`config.mk`:
```
export PLATFORM = sky130hd
export DESIGN_NAME = key_click_classifier
export DESIGN_NICKNAME = d
export VERILOG_FILES = /design/src/kcc_pkg.sv /design/src/kcc_key.sv /design/src/key_click_classifier.sv
export SDC_FILE = /design/constraint.sdc
export NUM_CORES = 1
export LEC_CHECK = 0
export ABC_AREA = 1
export BUFFER_PORTS_ARGS = -buffer_cell sky130_fd_sc_hd__buf_2
export CAP_MARGIN = 30
export CORE_MARGIN = 2
export CORE_UTILIZATION = 37
export DETAILED_ROUTE_END_ITERATION = 12
export PLACE_DENSITY = 0.63
export SYNTH_ARGS = -nofsm -noshare
export SYNTH_HDL_FRONTEND = slang
export SYNTH_SLANG_ARGS = --single-unit
```
`constraint.sdc`:
```
create_clock -name aclk -period 3.4 [get_ports aclk]
set_input_delay 0.51 -clock aclk [delete_from_list [all_inputs] [get_ports aclk]]
set_output_delay 0.51 -clock aclk [all_outputs]
set_load 0.02 [all_outputs]
```
`src/kcc_pkg.sv`:
```
package kcc_pkg;

    localparam int NUM_KEYS = 4;
    localparam int PIN_W    = 4;
    localparam int KEY_W    = 2;
    localparam int CNT_W    = 16;
    localparam int FLAG_W   = 3;
    localparam int PADDR_W  = 4;
    localparam int PDATA_W  = 32;

    localparam logic [CNT_W-1:0] CNT_MAX = {CNT_W{1'b1}};

    localparam logic [CNT_W-1:0] LONG_PRESS_RESET  = CNT_W'(100);
    localparam logic [CNT_W-1:0] DOUBLE_WIN_RESET  = CNT_W'(30);

    localparam logic [1:0] REG_LONG_PRESS = 2'd0;
    localparam logic [1:0] REG_DOUBLE_WIN = 2'd1;
    localparam logic [1:0] REG_SCAN_MODE  = 2'd2;

    localparam logic REQ_SCAN = 1'b0;
    localparam logic REQ_READ = 1'b1;

    localparam logic MODE_FULL   = 1'b0;
    localparam logic MODE_SIMPLE = 1'b1;

    localparam logic [1:0] EV_NONE   = 2'd0;
    localparam logic [1:0] EV_PUSH   = 2'd1;
    localparam logic [1:0] EV_LONG   = 2'd2;
    localparam logic [1:0] EV_DOUBLE = 2'd3;

    localparam logic [FLAG_W-1:0] FL_PUSH   = 3'b001;
    localparam logic [FLAG_W-1:0] FL_LONG   = 3'b010;
    localparam logic [FLAG_W-1:0] FL_DOUBLE = 3'b100;
    localparam logic [FLAG_W-1:0] FL_NONE   = 3'b000;

    typedef enum logic [4:0] {
        PH_IDLE    = 5'b00001,
        PH_PRESS   = 5'b00010,
        PH_HOLD    = 5'b00100,
        PH_WINDOW  = 5'b01000,
        PH_RELEASE = 5'b10000
    } phase_t;

    typedef struct packed {
        logic [CNT_W-1:0] long_press_ticks;
        logic [CNT_W-1:0] double_click_window;
        logic             scan_mode;
    } cfg_t;

    typedef struct packed {
        logic             req_type;
        logic [PIN_W-1:0] pin_levels;
        logic [KEY_W-1:0] key_index;
    } in_word_t;

    typedef struct packed {
        logic [1:0]       event_code;
        logic [KEY_W-1:0] event_key;
    } out_word_t;

    function automatic logic [CNT_W-1:0] sat_inc(input logic [CNT_W-1:0] v);
        return (v == CNT_MAX) ? v : v + CNT_W'(1);
    endfunction

endpackage

```
`src/kcc_key.sv`:
```
module kcc_key (
    input  logic                          aclk,
    input  logic                          aresetn,
    input  kcc_pkg::cfg_t                 cfg,
    input  logic                          step,
    input  logic                          pressed,
    input  logic [kcc_pkg::FLAG_W-1:0]    clr_mask,
    output logic [kcc_pkg::FLAG_W-1:0]    flags
);
    import kcc_pkg::*;

    phase_t             phase_reg, phase_next;
    logic [CNT_W-1:0]   hold_reg, hold_next;
    logic [CNT_W-1:0]   win_reg, win_next;
    logic [FLAG_W-1:0]  flags_reg, flags_next;
    logic [FLAG_W-1:0]  set_mask;
    logic [CNT_W-1:0]   hold_inc;
    logic [CNT_W-1:0]   win_inc;

    assign hold_inc = sat_inc(hold_reg);
    assign win_inc  = sat_inc(win_reg);

    always_comb begin
        phase_next = phase_reg;
        hold_next  = hold_reg;
        win_next   = win_reg;
        set_mask   = FL_NONE;
        if (step) begin
            if (cfg.scan_mode == MODE_SIMPLE) begin
                unique case (phase_reg)
                    PH_PRESS: begin
                        phase_next = pressed ? PH_HOLD : PH_IDLE;
                    end
                    PH_HOLD: begin
                        if (!pressed) begin
                            set_mask   = FL_PUSH;
                            phase_next = PH_IDLE;
                        end
                    end
                    PH_WINDOW, PH_RELEASE: begin
                        if (!pressed) begin
                            phase_next = PH_IDLE;
                        end
                    end
                    default: begin
                        phase_next = pressed ? PH_PRESS : PH_IDLE;
                    end
                endcase
            end else begin
                unique case (phase_reg)
                    PH_PRESS: begin
                        if (pressed) begin
                            phase_next = PH_HOLD;
                            hold_next  = '0;
                        end else begin
                            phase_next = PH_IDLE;
                        end
                    end
                    PH_HOLD: begin
                        if (pressed) begin
                            if (hold_inc >= cfg.long_press_ticks) begin
                                hold_next  = '0;
                                phase_next = PH_RELEASE;
                                set_mask   = FL_LONG;
                            end else begin
                                hold_next = hold_inc;
                            end
                        end else begin
                            hold_next  = '0;
                            win_next   = '0;
                            phase_next = PH_WINDOW;
                        end
                    end
                    PH_WINDOW: begin
                        if (pressed && win_inc <= cfg.double_click_window) begin
                            phase_next = PH_RELEASE;
                            win_next   = '0;
                            set_mask   = FL_DOUBLE;
                        end else if (!pressed && win_inc > cfg.double_click_window) begin
                            phase_next = PH_IDLE;
                            win_next   = '0;
                            set_mask   = FL_PUSH;
                        end else begin
                            win_next = win_inc;
                        end
                    end
                    PH_RELEASE: begin
                        if (!pressed) begin
                            phase_next = PH_IDLE;
                        end
                    end
                    default: begin
                        phase_next = pressed ? PH_PRESS : PH_IDLE;
                    end
                endcase
            end
        end
        flags_next = (flags_reg & ~clr_mask) | set_mask;
    end

    always_ff @(posedge aclk) begin
        if (!aresetn) begin
            phase_reg <= PH_IDLE;
            hold_reg  <= '0;
            win_reg   <= '0;
            flags_reg <= FL_NONE;
        end else begin
            phase_reg <= phase_next;
            hold_reg  <= hold_next;
            win_reg   <= win_next;
            flags_reg <= flags_next;
        end
    end

    assign flags = flags_reg;

endmodule

```
`src/key_click_classifier.sv`:
```
// Channel  | Ports                          | Word
// ---------+--------------------------------+-----------------------------------
// input    | s_valid, s_ready, s_data       | req_type, pin_levels, key_index
// result   | m_valid, m_ready, m_data       | event_code, event_key
// config   | psel, penable, pwrite, paddr,  | long_press_ticks, double_click_window,
//          | pwdata, prdata, pready         | scan_mode at byte 0x0, 0x4, 0x8
//
// One word per cycle unless a read is held in the input register: a word
// waits in the input register, and the key machines and the flag read work
// between that register and the result register, which drives m_data.
// Synchronous reset clears keys, flags, valid bits and sets config to defaults.
// A full result register with m_ready low holds a read in the input register,
// and the input with it; scan words still pass while no read waits.
module key_click_classifier (
    input  logic                          aclk,
    input  logic                          aresetn,
    input  logic                          s_valid,
    output logic                          s_ready,
    input  kcc_pkg::in_word_t             s_data,
    output logic                          m_valid,
    input  logic                          m_ready,
    output kcc_pkg::out_word_t            m_data,
    input  logic                          psel,
    input  logic                          penable,
    input  logic                          pwrite,
    input  logic [kcc_pkg::PADDR_W-1:0]   paddr,
    input  logic [kcc_pkg::PDATA_W-1:0]   pwdata,
    output logic [kcc_pkg::PDATA_W-1:0]   prdata,
    output logic                          pready
);
    import kcc_pkg::*;

    cfg_t       cfg_reg, cfg_next;
    in_word_t   in_data_reg;
    logic       in_valid_reg, in_valid_next;
    out_word_t  out_data_reg, out_data_next;
    logic       out_valid_reg, out_valid_next;

    logic       advance;
    logic       is_read;
    logic       key_ok;
    logic [FLAG_W-1:0] sel_flags;
    logic [FLAG_W-1:0] clr_sel;
    logic [1:0]        code;
    logic [FLAG_W-1:0] key_flags [NUM_KEYS];
    logic [FLAG_W-1:0] key_clr   [NUM_KEYS];
    logic [NUM_KEYS-1:0] key_hit;

    // config port
    assign pready = 1'b1;

    always_comb begin
        cfg_next = cfg_reg;
        if (psel && penable && pwrite) begin
            unique case (paddr[3:2])
                REG_LONG_PRESS: cfg_next.long_press_ticks    = pwdata[CNT_W-1:0];
                REG_DOUBLE_WIN: cfg_next.double_click_window = pwdata[CNT_W-1:0];
                REG_SCAN_MODE:  cfg_next.scan_mode           = pwdata[0];
                default:        cfg_next = cfg_reg;
            endcase
        end
    end

    always_comb begin
        unique case (paddr[3:2])
            REG_LONG_PRESS: prdata = PDATA_W'(cfg_reg.long_press_ticks);
            REG_DOUBLE_WIN: prdata = PDATA_W'(cfg_reg.double_click_window);
            REG_SCAN_MODE:  prdata = PDATA_W'(cfg_reg.scan_mode);
            default:        prdata = '0;
        endcase
    end

    // handshake
    assign is_read = (in_data_reg.req_type == REQ_READ);
    assign advance = in_valid_reg && (!is_read || !out_valid_reg || m_ready);
    assign s_ready = !in_valid_reg || advance;

    assign in_valid_next = s_ready ? s_valid : in_valid_reg;

    // flag read for the addressed key
    assign key_ok = (32'(in_data_reg.key_index) < NUM_KEYS);

    always_comb begin
        sel_flags = FL_NONE;
        for (int k = 0; k < NUM_KEYS; k++) begin
            key_hit[k] = (32'(in_data_reg.key_index) == k);
            if (key_hit[k]) begin
                sel_flags = key_flags[k];
            end
        end
    end

    always_comb begin
        code    = EV_NONE;
        clr_sel = FL_NONE;
        if (key_ok) begin
            if ((sel_flags & FL_PUSH) != FL_NONE) begin
                code    = EV_PUSH;
                clr_sel = FL_PUSH;
            end else if ((sel_flags & FL_LONG) != FL_NONE) begin
                code    = EV_LONG;
                clr_sel = FL_LONG;
            end else if ((sel_flags & FL_DOUBLE) != FL_NONE) begin
                code    = EV_DOUBLE;
                clr_sel = FL_DOUBLE;
            end
        end
    end

    genvar gk;
    generate
        for (gk = 0; gk < NUM_KEYS; gk++) begin : g_key
            logic pressed;
            if (gk < PIN_W) begin : g_pin
                assign pressed = !in_data_reg.pin_levels[gk];
            end else begin : g_nopin
                assign pressed = 1'b0;
            end

            assign key_clr[gk] = (advance && is_read && key_hit[gk]) ? clr_sel : FL_NONE;

            kcc_key u_key (
                .aclk     (aclk),
                .aresetn  (aresetn),
                .cfg      (cfg_reg),
                .step     (advance && !is_read),
                .pressed  (pressed),
                .clr_mask (key_clr[gk]),
                .flags    (key_flags[gk])
            );
        end
    endgenerate

    // result register
    always_comb begin
        out_data_next  = out_data_reg;
        out_valid_next = out_valid_reg;
        if (out_valid_reg && m_ready) begin
            out_valid_next = 1'b0;
        end
        if (advance && is_read) begin
            out_valid_next           = 1'b1;
            out_data_next.event_code = code;
            out_data_next.event_key  = in_data_reg.key_index;
        end
    end

    always_ff @(posedge aclk) begin
        if (!aresetn) begin
            cfg_reg.long_press_ticks    <= LONG_PRESS_RESET;
            cfg_reg.double_click_window <= DOUBLE_WIN_RESET;
            cfg_reg.scan_mode           <= MODE_FULL;
            in_valid_reg                <= 1'b0;
            out_valid_reg               <= 1'b0;
        end else begin
            cfg_reg       <= cfg_next;
            in_valid_reg  <= in_valid_next;
            out_valid_reg <= out_valid_next;
        end
    end

    always_ff @(posedge aclk) begin
        if (s_ready && s_valid) begin
            in_data_reg <= s_data;
        end
        out_data_reg <= out_data_next;
    end

    assign m_valid = out_valid_reg;
    assign m_data  = out_data_reg;

endmodule
```
-- Yosys cells after proc, flatten, opt, wreduce, memory -nomap -nowiden
Index checks and enable logic that the tools add are counted.
- flip-flop bits (word level): 206
- logic and storage cells: 295
- input port bits: 50
- output and inout bits: 39
- $add $sub $neg: 8
- multiplexer cells: 132
- eq/ne operators: 45
- bitwise logic cells: 13
- reductions and logical operators: 59
- $lt $le $gt $ge: 12
- operator list (cell ; count):
    16-bit 2-to-1 mux ; 32
    16-bit case mux with 2 select lines ; 8
    16-bit by 1-bit adder with 16-bit output, second input constant ; 8
    16-bit equality test, second input constant ; 8
    5-bit 2-to-1 mux ; 24
    3-bit 2-to-1 mux ; 35
    5-bit case mux with 4 select lines ; 4
    16-bit >= comparator ; 4
    16-bit greater-than comparator ; 4
    16-bit <= comparator ; 4
    16-bit case mux with 3 select lines ; 1
    5-bit case mux with 2 select lines ; 4
    4-bit AND reduction ; 8
    3-bit case mux with 2 select lines ; 4
    5-bit by 2-bit equality test with 1-bit output, second input constant ; 4
    5-bit by 3-bit equality test with 1-bit output, second input constant ; 4
    5-bit by 4-bit equality test with 1-bit output, second input constant ; 4
    5-bit equality test, second input constant ; 4
    2-bit 2-to-1 mux ; 10
    1-bit logical AND ; 19
    2-bit nonzero test ; 9
    2-bit != test, second input constant ; 8
    4-bit by 2-bit != test with 1-bit output, second input constant ; 4
    4-bit by 3-bit != test with 1-bit output, second input constant ; 4
    other kinds (13) ; 51

-- Logic depth before layout (Yosys ltp)
Gate-level depths: netlist of the first run.
- word-level depth: 12
- depth in mapped cells: 29
- depth with buffers taken out: 28

-- Cells and area by module
A second synthesis of the first run with hierarchy kept.
- cell total of the unflattened synthesis: 2440
- area total of the unflattened synthesis: 16136.7 um^2
- by module, submodules not included (module ; instances ; area an instance (um^2) ; cells each ; seq. area each (um^2)):
    kcc_key (g_key[0].u_key ...) ; 3 ; 3514.6 ; 544 ; 800.8
    kcc_key (g_key[3].u_key) ; 1 ; 3457.1 ; 543 ; 800.8
    key_click_classifier ; 1 ; 2135.8 ; 265 ; 1031.0

-- Least setup slack after synthesis of the first run
Ideal clock, no wire load.
- path kind: register to register
- from: register g_key[1].u_key.win_reg[1]
- to: register g_key[1].u_key.phase_reg[1]
- required time: 3284 ps
- arrival: 3506 ps
- setup slack: -222 ps
- setup time: 116 ps
- clock period less this slack: 3622 ps
- cell stages (with the launch flop): 20
- path buffers: 1
- cells stage by stage: dfxtp_1 ha_1 nand2_1 nor2_1 nand4_1 nor2_1 inv_1 clkbuf_1 o21a_1 ha_1 a21oi_1 o21ai_0 a21oi_1 or2_2 a21oi_1 ha_1 a31oi_1 nand3_1 nand2_1 nor2_1
- cells in the longest elaborated chain, start to end: 7
- elaborated cells on any way between the ends: 12
- classes of those cells: 1 x add/sub; 2 x order compare; 2 x eq/ne; 4 x mux; 3 x reduce/logical
- ends and longest elaborated chain (element ; line ; text):
    from (decl) ; kcc_key.sv:14 ; logic [CNT_W-1:0] win_reg, win_next;
    from (signal assigned) ; kcc_key.sv:110 ; win_reg <= win_next;
    16-bit by 1-bit adder with 16-bit output or 16-bit equality test (tied branches) ; kcc_pkg.sv:62 ; return (v == CNT_MAX) ? v : v + CNT_W'(1);
    16-bit 2-to-1 mux (*) ; kcc_pkg.sv:62 ;
    16-bit <= comparator ; kcc_key.sv:75 ; if (pressed && win_inc <= cfg.double_click_window) begin
    1-bit logical AND ; kcc_key.sv:75 ;
    5-bit 2-to-1 mux ; kcc_key.sv:75 ;
    5-bit case mux with 4 select lines ; kcc_key.sv:50 ; unique case (phase_reg)
    5-bit 2-to-1 mux ; kcc_key.sv:29 ; if (cfg.scan_mode == MODE_SIMPLE) begin
    to (signal assigned) ; kcc_key.sv:108 ; phase_reg <= phase_next;
    to (decl) ; kcc_key.sv:12 ; phase_t phase_reg, phase_next;
Mark *: on every way between the ends. The rest lies on a longest branch, timed or not.
A chain may end at the register's enable or synchronous reset.

-- Worst setup path in the final report of the first run
- from: register g_key[1].u_key.win_reg[0]
- to: register g_key[1].u_key.win_reg[14]
- cells in the longest elaborated chain, start to end: 7
- elaborated cells on any way between the ends: 10
- classes of those cells: 1 x add/sub; 2 x order compare; 1 x eq/ne; 4 x mux; 2 x reduce/logical
- ends and longest elaborated chain (element ; line ; text):
    16-bit by 1-bit adder with 16-bit output or 16-bit equality test (tied branches) ; kcc_pkg.sv:62 ;
    16-bit 2-to-1 mux (*) ; kcc_pkg.sv:62 ;
    16-bit greater-than comparator ; kcc_key.sv:79 ; end else if (!pressed && win_inc > cfg.double_click_window) begin
    1-bit logical AND ; kcc_key.sv:79 ;
    16-bit 2-to-1 mux ; kcc_key.sv:79 ;
    16-bit 2-to-1 mux (*) ; kcc_key.sv:75 ;
    16-bit case mux with 2 select lines (*) ; kcc_key.sv:50 ;
Marked as above.

==> results of run 1 <==
==> through the flow <==
| stage | setup slack (ps) | std cells | util (%) | area, um^2 |
|---|---|---|---|---|
| CTS | -30.2 | 3137 | 45.5 | 18500 |
| floorplan | 6.44 | 2392 | - | 15300 |
| global route | -247 | 3160 | 48.5 | 19700 |
| detailed placement | -225 | 3071 | 42.3 | 17200 |
| finish | -60.7 | 3160 | 48.5 | 19700 |
| global placement | -213 | 3069 | 42.2 | 17200 |
==> routing by layer <==
| layer | vias up | track usage [%] | part of all wire [%] |
|---|---|---|---|
| met5 | - | 0 | 0 |
| met1 | 7586 | 28.2 | 45 |
| met3 | 117 | 4.00 | 6.9 |
| met2 | 512 | 33.9 | 45 |
| li1 | 8188 | - | - |
| met4 | 0 | 6.60 | 3.0 |
==> where the power goes <==
| group | leakage, nW | internal [mW] | switching [mW] |
|---|---|---|---|
| registers | 1.69 | 2.46 | 0.0278 |
| clock network | 0.471 | 1.91 | 1.23 |
| logic | 7.02 | 0.119 | 0.259 |
==> critical path: stages (launching register included) <==
cell,delay (ps)
dfxtp_2,350
buf_4,150
nand3_4,100
nor2_4,140
nand2_2,80
nor2_2,110
nand2_1,80
or2_2,290
nand3_2,120
ha_4,220
nand2_2,70
nor2_2,50
nand4_1,110
buf_4,130
nor3_2,30
and3_4,180
a21oi_4,180
inv_1,70
ha_2,180
inv_2,50
nand4_1,100
inv_2,130
buf_12,160
buf_12,110
nand2_4,40
a21oi_2,140
==> synth_stat cells (all sizes together), types with 5 or more instances <==
cell type and instances:
a21oi 230, a31oi 10, buf 40, clkbuf 36
dfxtp 195, edfxtp 11, ha 148, inv 284
nand2 611, nand3 133, nand4 71, nor2 349
nor3 32, o211ai 13, o21a 5, o21ai 85
o22ai 16, or2 10, xnor2 15, xor2 59
==> kinds of logic after synthesis <==
group | after synthesis
buffers and inverters | 361
XOR/XNOR | 74
AND/OR/NAND/NOR | 1218
other | 2
flip-flops | 206
adder cells (fa/ha/maj) | 148
AO/OA/AOI/OAI | 368
==> worst max-delay path by stage <==
stage / cells after the start / slack, ps / endpoint
6_report: 25 / -60 / g_key[1].u_key.win_reg[14]
5_1_grt: 23 / -250 / g_key[1].u_key.win_reg[14]
4_1_cts: 28 / -30 / g_key[2].u_key.win_reg[5]
3_5_place_dp: 23 / -220 / g_key[0].u_key.win_reg[8]
3_3_place_gp: 25 / -210 / g_key[2].u_key.phase_reg[4]
2_1_floorplan: 22 / 6 / g_key[1].u_key.win_reg[13]
==> cell type report <==
type,instances,area (um^2),area share (%)
tap,532,666,3.37
timing repair buffer,259,2020,10.2
clock inverter,18,208,1.05
inverter,285,1080,5.49
multi-input combinational,1826,10700,54.4
sequential,206,4260,21.6
clock buffer,34,766,3.88
==> what timing repair did <==
item	CTS	global route
endpoints found under the setup margin	88	142
endpoints found under the hold margin	0	0
pin swaps	30	124
cloned	5	2
gates resized for setup	69	256
buffers inserted	9	22
==> results.md, run 1 <==
* Total Routing Usage GR at roughly a fifth
* Count of flip-flops with a built-in enable after synthesis at 11
* Slew at the pin closest to its max-slew limit at 986 ps
* CTS tree: built
* Worst slew margin at 34.2%
* Required time at the worst-slack endpoint at 3890 ps
* Combinational family with the most area after synthesis: simple AND/OR/NAND/NOR gates
* Die Ht at 207 um
* Final period utilization at 102%
* WP data arrival at between 3000 and 4000 ps
* Die Footprint at roughly 43000 um^2
* Highest-count cells in the layout ignoring fill and taps: nand2_1, nor2_1, inv_1
* Total clock buffers created by CTS at 28
* First-pass GRT wire length at 75100 um
* Final wirelength at 48600 um
* Sequential cell area fraction in the yosys report at 27.8%
* Power Total at around 6.0 mW
* Most common cell after layout, fill and taps aside: nand2_1
* Horizontal extent of the die at 207 um
* Post-Synthesis Cell Area at about 15000 um^2
* Fraction of final layout cells sized beyond drive strength 1 at 21.7%
* Antenna violations before repair at 0
* Hold path depth at 1
* Adder and majority gate portion of the synthesized area at about an eighth
* Vias per cell at 5.19
* Top post-synthesis cells by area: dfxtp_1, nand2_1, ha_1, nor2_1, a21oi_1
* Status: finished with violations
* Proportion of synthesized area in mux cells at 0%
* DRC Markers at 0
* Fraction of synthesized cell area in xor and xnor cells at 4.25%
* Cell type contributing the most total cell area after synthesis: dfxtp_1
* Worst Setup Slack, final at -60.7 ps
* Leading register cell type out of synthesis: dfxtp_1
* Worst hold slack across all endpoints at between 100 and 150 ps
* Placer congestion estimate at about 0.9
* Port Buf Inserts at 53
* Startpoint of the worst setup timing path: g_key[1].u_key.win_reg[0]
* Reported max-cap violation count at 0
* Type of the setup path with the least slack: flop to flop
* Clock transition at the registers of the reported paths at roughly 60 ps
* Total number of placement rows at 74
* Flip-flop and latch count after synthesis at 206
* Number of warnings reported in the yosys synthesis log at 0
* Skew-Pair Late Insertion Delay at 570 ps
* Critical Path Source Type: flop
* Synthesized-area fraction occupied by ao, oa, aoi and oai cells at 12.8%
* Std-Cell Core Area at 40700 um^2
* Number of nets with antenna violations after routing at 0
* Max Root-Sink Buffers at 3
* R2R Path Start: g_key[1].u_key.win_reg[0]
* HPWL reported at the end of detailed placement at 33600 um
* Count of vias placed by the detailed router at approximately 16000
* Detail-routed net length per standard cell at 15.4 um
* # clock sinks at 206
* Fill cell instance count of the final layout at 3939
* Largest net degree at the start of global routing at between 60 and 70
* Pre-Repair DR Iteration Count at 8
* VDD IR max at 0.432 mV
* Synth top area share at 25.6%
* Sink of the worst hold path: in_data_reg[0]
* Gate count after technology mapping at between 2000 and 2500
* Hold path startpoint: s_data[0]
* Worst reg2reg path endpoint: g_key[1].u_key.win_reg[14]
* Ys async rst share at 0%
* Total negative slack at -131 ps
* DRC marker count from the first detailed-route iteration at 1149
* Clk_skew at 11.8 ps
* Endpoints failing hold at 0
* Leakage at 9.18 nW
* Number of global-route vias before repair at 15180
* Number of cell instances on the worst register-to-register path at 25
* Max-slew violation count at 0
* Post-synth cell types at 46
* Worst-path maximum fanout at 8
* Final count of negative-setup-slack endpoints at 3
* R2R setup slack at -60 ps
* Initial Util at 37.4%
* Post-layout net count at around 2800
* Violations in the final reports: setup timing
* Classification of the worst-slack hold path: primary input to flop
* Area growth syn-to-layout at 29.4%
* Synthesized area per cell at 6.42 um^2
* Sum of overflow across all layers after global routing at 0
* Power density cells at 304 nW/um^2
* Area fraction in and, or, nand and nor cells after synthesis at 33.4%
* RSZ-0062 raised after global routing: yes
* Top achievable clock speed at about 0.29 GHz
* Crit. End Element: flop
* Final critical-path required period at about 3500 ps
* CTS Root Buffer Type: clkbuf_16
* Ports at a little under 90
* Count of hold buffers inserted by post-cts repair at 0
* Maximum level of the CTS H-tree at 1
* Number of antenna diodes at 0
No activity file was read; power rests on OpenSTA's default activity.
==> run 2, diff against run 1 <==
--- a/config.mk
+++ b/config.mk
@@ -12,6 +12,7 @@
 export CORE_UTILIZATION = 37
 export DETAILED_ROUTE_END_ITERATION = 12
 export PLACE_DENSITY = 0.63
+export SKIP_CTS_REPAIR_TIMING = 1
 export SYNTH_ARGS = -nofsm -noshare
 export SYNTH_HDL_FRONTEND = slang
 export SYNTH_SLANG_ARGS = --single-unit
==> run 2 against run 1 <==
Net effect:
- the flow still finishes with violations (setup timing)
- combinational power shrank 2%
- non-clock buffer count fell by 8
- first-iteration DRC count is 13% higher
- fmax shrank 0.84%
- register-to-register slack got worse by 30 ps
- critical path type unchanged
- critical endpoint is now g_key[1].u_key.win_reg[1]
- largest cell class unchanged
==> results.md, run 2 (synthesis results as in run 1) <==
* Status: finished with violations (unchanged)
* Violations in the final reports: setup timing (unchanged)
* Fraction of final layout cells sized beyond drive strength 1 at 19.2% (was 21.7%)
* Leakage at 8.92 nW (was 9.18 nW)
* First-pass GRT wire length at 73500 um (was 75100 um)
* Die Ht at 207 um (unchanged)
* Worst-path maximum fanout at 8 (unchanged)
* Number of nets with antenna violations after routing at 0 (unchanged)
* RSZ-0062 raised after global routing: yes (unchanged)
* DRC marker count from the first detailed-route iteration at 1297 (was 1149)
* Count of vias placed by the detailed router at 16359 (was 16403)
* Count of non-filler cells in the finished layout at 3152 (was 3160)
* Final critical-path required period at 3490 ps (was 3460 ps)
* Power density cells at 310 nW/um^2 (was 304 nW/um^2)
* Clock transition at the registers of the reported paths at 60 ps (about the same)
* Number of cell instances on the worst register-to-register path at 23 (was 25)
* Most common cell after layout, fill and taps aside: nand2_1 (unchanged)
* R2R setup slack at -90 ps (was -60 ps)
* VDD IR max at 0.430 mV (was 0.432 mV)
* Worst reg2reg path endpoint: g_key[1].u_key.win_reg[1] (was g_key[1].u_key.win_reg[14])
* Final count of negative-setup-slack endpoints at 32 (was 3)
* Max-slew violation count at 0 (unchanged)
* HPWL reported at the end of detailed placement at 33600 um (unchanged)
* Number of global-route vias before repair at 14899 (was 15180)
* Sum of overflow across all layers after global routing at 0 (unchanged)
* CTS Root Buffer Type: clkbuf_16 (unchanged)
* Clk_skew at 14.0 ps (was 11.8 ps)
* Highest-count cells in the layout ignoring fill and taps: nand2_1, nor2_1, inv_1 (unchanged)
* Largest net degree at the start of global routing at 66 (unchanged)
* Maximum level of the CTS H-tree at 1 (unchanged)
* R2R Path Start: g_key[1].u_key.win_reg[1] (was g_key[1].u_key.win_reg[0])
* Required time at the worst-slack endpoint at 3880 ps (was 3890 ps)
* Classification of the worst-slack hold path: primary input to flop (unchanged)
* Worst Setup Slack, final at -89.9 ps (was -60.7 ps)
* DRC Markers at 0 (unchanged)
* CTS tree: built (unchanged)
* Pre-Repair DR Iteration Count at 7 (was 8)
* Number of instances in the placed design at 3071 (unchanged)
* Final wirelength at 47800 um (was 48600 um)
* Total clock buffers created by CTS at 28 (unchanged)
* Max Root-Sink Buffers at 3 (unchanged)
* Crit. End Element: flop (unchanged)
* Top achievable clock speed at 0.287 GHz (was 0.289 GHz)
* Endpoints failing hold at 0 (unchanged)
* Worst hold slack across all endpoints at 121 ps (was 120 ps)
* Placer congestion estimate at 0.922 (unchanged)
* Startpoint of the worst setup timing path: g_key[1].u_key.win_reg[1] (was g_key[1].u_key.win_reg[0])
* Vias per cell at 5.19 (about the same)
* Total number of placement rows at 74 (unchanged)
* WP data arrival at 3970 ps (was 3950 ps)
* Number of antenna diodes at 0 (unchanged)
* Reported max-cap violation count at 0 (unchanged)
* Initial Util at 37.4% (unchanged)
* Std-Cell Core Area at 40700 um^2 (unchanged)
* Port Buf Inserts at 53 (unchanged)
* Die Footprint at 42900 um^2 (unchanged)
* Detail-routed net length per standard cell at 15.2 um (was 15.4 um)
* Antenna violations before repair at 0 (unchanged)
* Slew at the pin closest to its max-slew limit at 990 ps (was 986 ps)
* Worst slew margin at 34.0% (was 34.2%)
* Area growth syn-to-layout at 27.0% (was 29.4%)
* Skew-Pair Late Insertion Delay at 570 ps (about the same)
* Final period utilization at 103% (was 102%)
* Total Routing Usage GR at 20.5% (was 21.0%)
* Type of the setup path with the least slack: flop to flop (unchanged)
* Post-layout net count at 2796 (was 2804)
* # clock sinks at 206 (unchanged)
* Critical Path Source Type: flop (unchanged)
* Horizontal extent of the die at 207 um (unchanged)
* Ports at 89 (unchanged)
* Critical path capture point: g_key[1].u_key.win_reg[1] (was g_key[1].u_key.win_reg[14])
run 2: changes by cell type in the layout (fill, tap and decap cells not counted), moves of 4 or more:
cell     before  now
a21oi_1     186  213
a21oi_2      43   16
nand2_1     555  578
nand2_2      33   21
nand2_4      23   12
nand3_1     107  111
run 2: critical path, stage by stage, from the launching register on:
cell and delay (ps):
dfxtp_2 350, ha_4 150, nand2_4 50, nor2_4 120
nand4_1 200, nor2_2 250, xnor2_1 170, nand2_1 130
ha_1 280, nand2_1 70, inv_2 50, nand4_1 120
buf_4 130, nor3_2 30, and3_4 170, a21oi_4 190
inv_1 70, ha_2 180, inv_2 50, nand4_1 100
inv_2 160, buf_12 150, o211ai_1 90, a21oi_1 140
run 2: layout make-up:
| type | count | area (um^2) |
|---|---|---|
| timing repair buffer | 251 | 1910 |
| multi-input combinational | 1826 | 10500 |
| sequential | 206 | 4260 |
| tap | 532 | 666 |
| clock buffer | 34 | 766 |
| fill | 4001 | 21400 |
| inverter | 285 | 1080 |
| clock inverter | 18 | 208 |
run 2: worst min-delay path by stage:
stage,cells after the start,end,from,slack (ps)
2_1_floorplan,2,g_key[3].u_key.flags[0],g_key[3].u_key.flags[0],440
3_3_place_gp,2,g_key[0].u_key.hold_reg[15],g_key[0].u_key.hold_reg[15],450
3_5_place_dp,2,g_key[0].u_key.hold_reg[15],g_key[0].u_key.hold_reg[15],460
4_1_cts,1,in_data_reg[0],s_data[0],100
5_1_grt,1,in_data_reg[2],s_data[2],100
6_report,1,in_data_reg[0],s_data[0],120
run 2: per-layer routing:
| metal | wire length, um | vias to the layer above | track usage [%] |
|---|---|---|---|
| li1 | - | 8167 | - |
| met1 | 21700 | 7591 | 27.8 |
| met2 | 21500 | 497 | 33.0 |
| met3 | 3320 | 104 | 3.84 |
| met4 | 1350 | 0 | 6.28 |
| met5 | 0 | - | 0 |
run 2: report_power, final:
| part | switching, mW | total (mW) | internal (mW) |
|---|---|---|---|
| Clock | 1.23 | 3.14 | 1.91 |
| Combinational | 0.254 | 0.372 | 0.118 |
| Sequential | 0.0282 | 2.49 | 2.46 |
run 2: through the flow:
step                power, mW  setup TNS [ps]  utilization (%)  setup slack, ps  instance area, um^2
floorplan                2.77               0                -             6.44                15300
global placement         2.87           -9420             42.2             -213                17200
detailed placement       2.88          -13300             42.3             -225                17200
CTS                      6.03          -17280             44.7             -275                18200
global route             6.21          -12720             47.5             -272                19400
finish                   6.00           -1620             47.5            -89.9                19400
==> run 3, diff against run 2 <==
--- a/config.mk
+++ b/config.mk
@@ -8,11 +8,12 @@
 export ABC_AREA = 1
 export BUFFER_PORTS_ARGS = -buffer_cell sky130_fd_sc_hd__buf_2
 export CAP_MARGIN = 30
-export CORE_MARGIN = 2
+export CORE_MARGIN = 3
 export CORE_UTILIZATION = 37
 export DETAILED_ROUTE_END_ITERATION = 12
 export PLACE_DENSITY = 0.63
 export SKIP_CTS_REPAIR_TIMING = 1
 export SYNTH_ARGS = -nofsm -noshare
 export SYNTH_HDL_FRONTEND = slang
+export SYNTH_HIERARCHICAL = 1
 export SYNTH_SLANG_ARGS = --single-unit
==> run 3 against run 2 <==
Net effect:
- the flow now finishes without violations
- worst setup slack better by 330 ps
- cell area shrank 7.0%
- register-to-register slack improved by 330 ps
- synthesized area rose by 5.8%
- count of clock-buffer cells in the layout fell by 4
- via count is 3.1% lower
- die area increased by 7.7%
- sequential power hardly changed
- critical endpoint is now g_key[1].u_key/hold_reg[13]
- largest cell class unchanged
- largest power group unchanged
==> results.md, run 3 <==
* Status: finished, final reports clean (was finished with violations)
* VDD IR max at 0.374 mV (was 0.430 mV)
* Skew-Pair Late Insertion Delay at 560 ps (was 570 ps)
* Vias per cell at 5.10 (was 5.19)
* Flip-flop and latch count after synthesis at 206 (unchanged)
* Endpoints failing hold at 0 (unchanged)
* Slew at the pin closest to its max-slew limit at 945 ps (was 990 ps)
* Detail-routed net length per standard cell at 15.0 um (was 15.2 um)
* RSZ-0062 raised after global routing: yes (unchanged)
* HPWL reported at the end of detailed placement at 34700 um (was 33600 um)
* Number of antenna diodes at 0 (unchanged)
* Area growth syn-to-layout at 11.6% (was 27.0%)
* End-of-flow core utilization at 42.4% (was 47.5%)
* Top achievable clock speed at 0.316 GHz (was 0.287 GHz)
* WP data arrival at 3590 ps (was 3970 ps)
* Commonest cells in the synthesized netlist: nand2_1, inv_1, nor2_1 (was nand2_1, nor2_1, inv_1)
* Post-layout net count at 2695 (was 2796)
* Total clock buffers created by CTS at 26 (was 28)
* Placer congestion estimate at 0.888 (was 0.922)
* Fraction of synthesized cell area in xor and xnor cells at 4.77% (was 4.25%)
* Antenna violations before repair at 1 (was 0)
* Gate count after technology mapping at 2440 (was 2377)
* Number of warnings reported in the yosys synthesis log at 6 (was 0)
* Max-slew violation count at 0 (unchanged)
* Cell type contributing the most total cell area after synthesis: dfxtp_1 (unchanged)
* Count of vias placed by the detailed router at 15847 (was 16359)
* Required time at the worst-slack endpoint at 3830 ps (was 3880 ps)
* Critical Path Source Type: flop (unchanged)
* Initial Util at 38.0% (was 37.4%)
* Pre-Repair DR Iteration Count at 6 (was 7)
* CTS Root Buffer Type: clkbuf_16 (unchanged)
* Proportion of synthesized area in mux cells at 0.0620% (was 0%)
* Maximum level of the CTS H-tree at 1 (unchanged)
* Adder and majority gate portion of the synthesized area at 10.5% (was 12.1%)
* DRC Markers at 0 (unchanged)
* Sequential cell area fraction in the yosys report at 26.2% (was 27.8%)
* Top post-synthesis cells by area: dfxtp_1, nand2_1, ha_1, inv_1, nor2_1 (was dfxtp_1, nand2_1, ha_1, nor2_1, a21oi_1)
* DRC marker count from the first detailed-route iteration at 1096 (was 1297)
* Area fraction in and, or, nand and nor cells after synthesis at 33.5% (was 33.4%)
* Synth top area share at 24.2% (was 25.6%)
* Die Ht at 215 um (was 207 um)
* Switching Share at 26.3% (was 25.2%)
* CTS tree: built (unchanged)
* Number of nets with antenna violations after routing at 0 (unchanged)
* Sum of overflow across all layers after global routing at 0 (unchanged)
* Die Footprint at 46200 um^2 (was 42900 um^2)
* Power share of the combinational group at 6.5% (was 6.2%)
* Post-synth cell types at 55 (was 46)
* Clock transition at the registers of the reported paths at 60 ps (about the same)
* Port Buf Inserts at 53 (unchanged)
* Post-Synthesis Cell Area at 16100 um^2 (was 15300 um^2)
* Final wirelength at 46600 um (was 47800 um)
* Synthesized area per cell at 6.61 um^2 (was 6.42 um^2)
* Leakage at 8.54 nW (was 8.92 nW)
* Worst hold slack across all endpoints at 139 ps (was 121 ps)
* Ys async rst share at 0% (unchanged)
* Most frequently used cell type in the post-synthesis netlist: nand2_1 (unchanged)
* Final period utilization at 93.1% (was 103%)
* Flop pwr share at 45.3% (was 41.5%)
* Reported max-cap violation count at 0 (unchanged)
* Horizontal extent of the die at 215 um (was 207 um)
* Final count of negative-setup-slack endpoints at 0 (was 32)
* Leading register cell type out of synthesis: dfxtp_1 (unchanged)
* Most common cell after layout, fill and taps aside: nand2_1 (unchanged)
* Power density cells at 308 nW/um^2 (was 310 nW/um^2)
* Worst slew margin at 36.6% (was 34.0%)
* Classification of the worst-slack hold path: primary input to flop (unchanged)
* First-pass GRT wire length at 73700 um (was 73500 um)
* Largest net degree at the start of global routing at 36 (was 66)
* Ports at 89 (unchanged)
* Combinational family with the most area after synthesis: simple AND/OR/NAND/NOR gates (unchanged)
* Share of total power in the clock network at 48.2% (was 52.3%)
* Number of global-route vias before repair at 14654 (was 14899)
* Std-Cell Core Area at 42500 um^2 (was 40700 um^2)
* Synthesized-area fraction occupied by ao, oa, aoi and oai cells at 12.0% (was 12.8%)
* Internal Dissipation at 4.09 mW (was 4.49 mW)
* Count of flip-flops with a built-in enable after synthesis at 11 (unchanged)
* Max Root-Sink Buffers at 3 (unchanged)
* Worst-path maximum fanout at 11 (was 8)
* Highest-count cells in the layout ignoring fill and taps: nand2_1, inv_1, nor2_1 (was nand2_1, nor2_1, inv_1)
* Total number of placement rows at 75 (was 74)
* Type of the setup path with the least slack: flop to flop (unchanged)
* Switching power at 1.46 mW (was 1.52 mW)
* Crit. End Element: flop (unchanged)
* Final critical-path required period at 3160 ps (was 3490 ps)
* Total Routing Usage GR at 19.2% (was 20.5%)
* Clk_skew at 15.2 ps (was 14.0 ps)
* Fraction of final layout cells sized beyond drive strength 1 at 12.3% (was 19.2%)
* # clock sinks at 206 (unchanged)
## run 3: cell types whose count changed after synthesis, moves of 38 or more
cell | before | now
nand2_2 | 0 | 38
nand2_1 | 611 | 525
inv_1 | 281 | 376
a22oi_1 | 0 | 39
a21oi_1 | 229 | 174
nor2_1 | 342 | 299
## run 3: worst paths after layout
path	start	to	slack, ps	cells after the start
min	s_data[0]	in_data_reg[0]	140	1
min reg2reg	g_key[3].u_key/flags[0]	g_key[3].u_key/flags[0]	460	2
max reg2reg	g_key[1].u_key/hold_reg[1]	g_key[1].u_key/hold_reg[13]	240	17
max	g_key[1].u_key/hold_reg[1]	g_key[1].u_key/hold_reg[13]	240	17
## run 3: kinds of logic after synthesis
| family | Yosys count |
|---|---|
| AND/OR/NAND/NOR | 1191 |
| buffers and inverters | 481 |
| AO/OA/AOI/OAI | 336 |
| flip-flops | 206 |
| adder cells (fa/ha/maj) | 136 |
| XOR/XNOR | 87 |
| other | 2 |
| multiplexers | 1 |
## run 3: final cells by class
type / count / area, um^2
fillers: 4370 / 24500
multi-input cells: 1768 / 10100
flip-flops and latches: 206 / 4240
inverters: 406 / 1550
well taps: 577 / 722
clock buffers: 30 / 686
repair buffers: 99 / 611
clock inverters: 18 / 126
repair inverters: 2 / 15.0
## run 3: per-stage QoR
step	std cells	setup slack [ps]	total power, mW	setup TNS [ps]	instance area [um^2]
CTS	3100	86.4	5.61	0	17800
detailed placement	3052	125	2.92	0	17000
floorplan	2455	561	2.80	0	16200
global route	3106	-27.1	5.75	-208	18000
finish	3106	236	5.55	0	18000
global placement	3052	221	2.91	0	17000
## run 3: critical path, stage by stage, from the launching register on
cell and delay, ps:
dfxtp_1 390, ha_1 240, nand3_2 130, nor2_4 170
nand2_2 120, nor2_8 190, inv_4 120, nand2_1 150
ha_1 160, nand4_1 120, nor3_2 210, nand3_1 130
nand3_1 180, inv_1 140, nand2_2 160, clkinvlp_4 170
a22oi_1 190, nor2_1 50
## run 3: layer usage
metal / up-vias / part of all wire, % / track usage (%)
li1: 8030 / - / -
met1: 7226 / 45 / 26.1
met2: 503 / 45 / 31.5
met3: 88 / 7.1 / 3.18
met4: 0 / 3.1 / 5.66
met5: - / 0 / 0
## run 3: power by group through the flow
stage | registers, mW | logic [mW] | clock network [mW]
detailed placement | 2.57 | 0.350 | 0
global route | 2.52 | 0.403 | 2.83
CTS | 2.51 | 0.352 | 2.74
global placement | 2.57 | 0.343 | 0
finish | 2.51 | 0.361 | 2.67
floorplan | 2.54 | 0.260 | 0
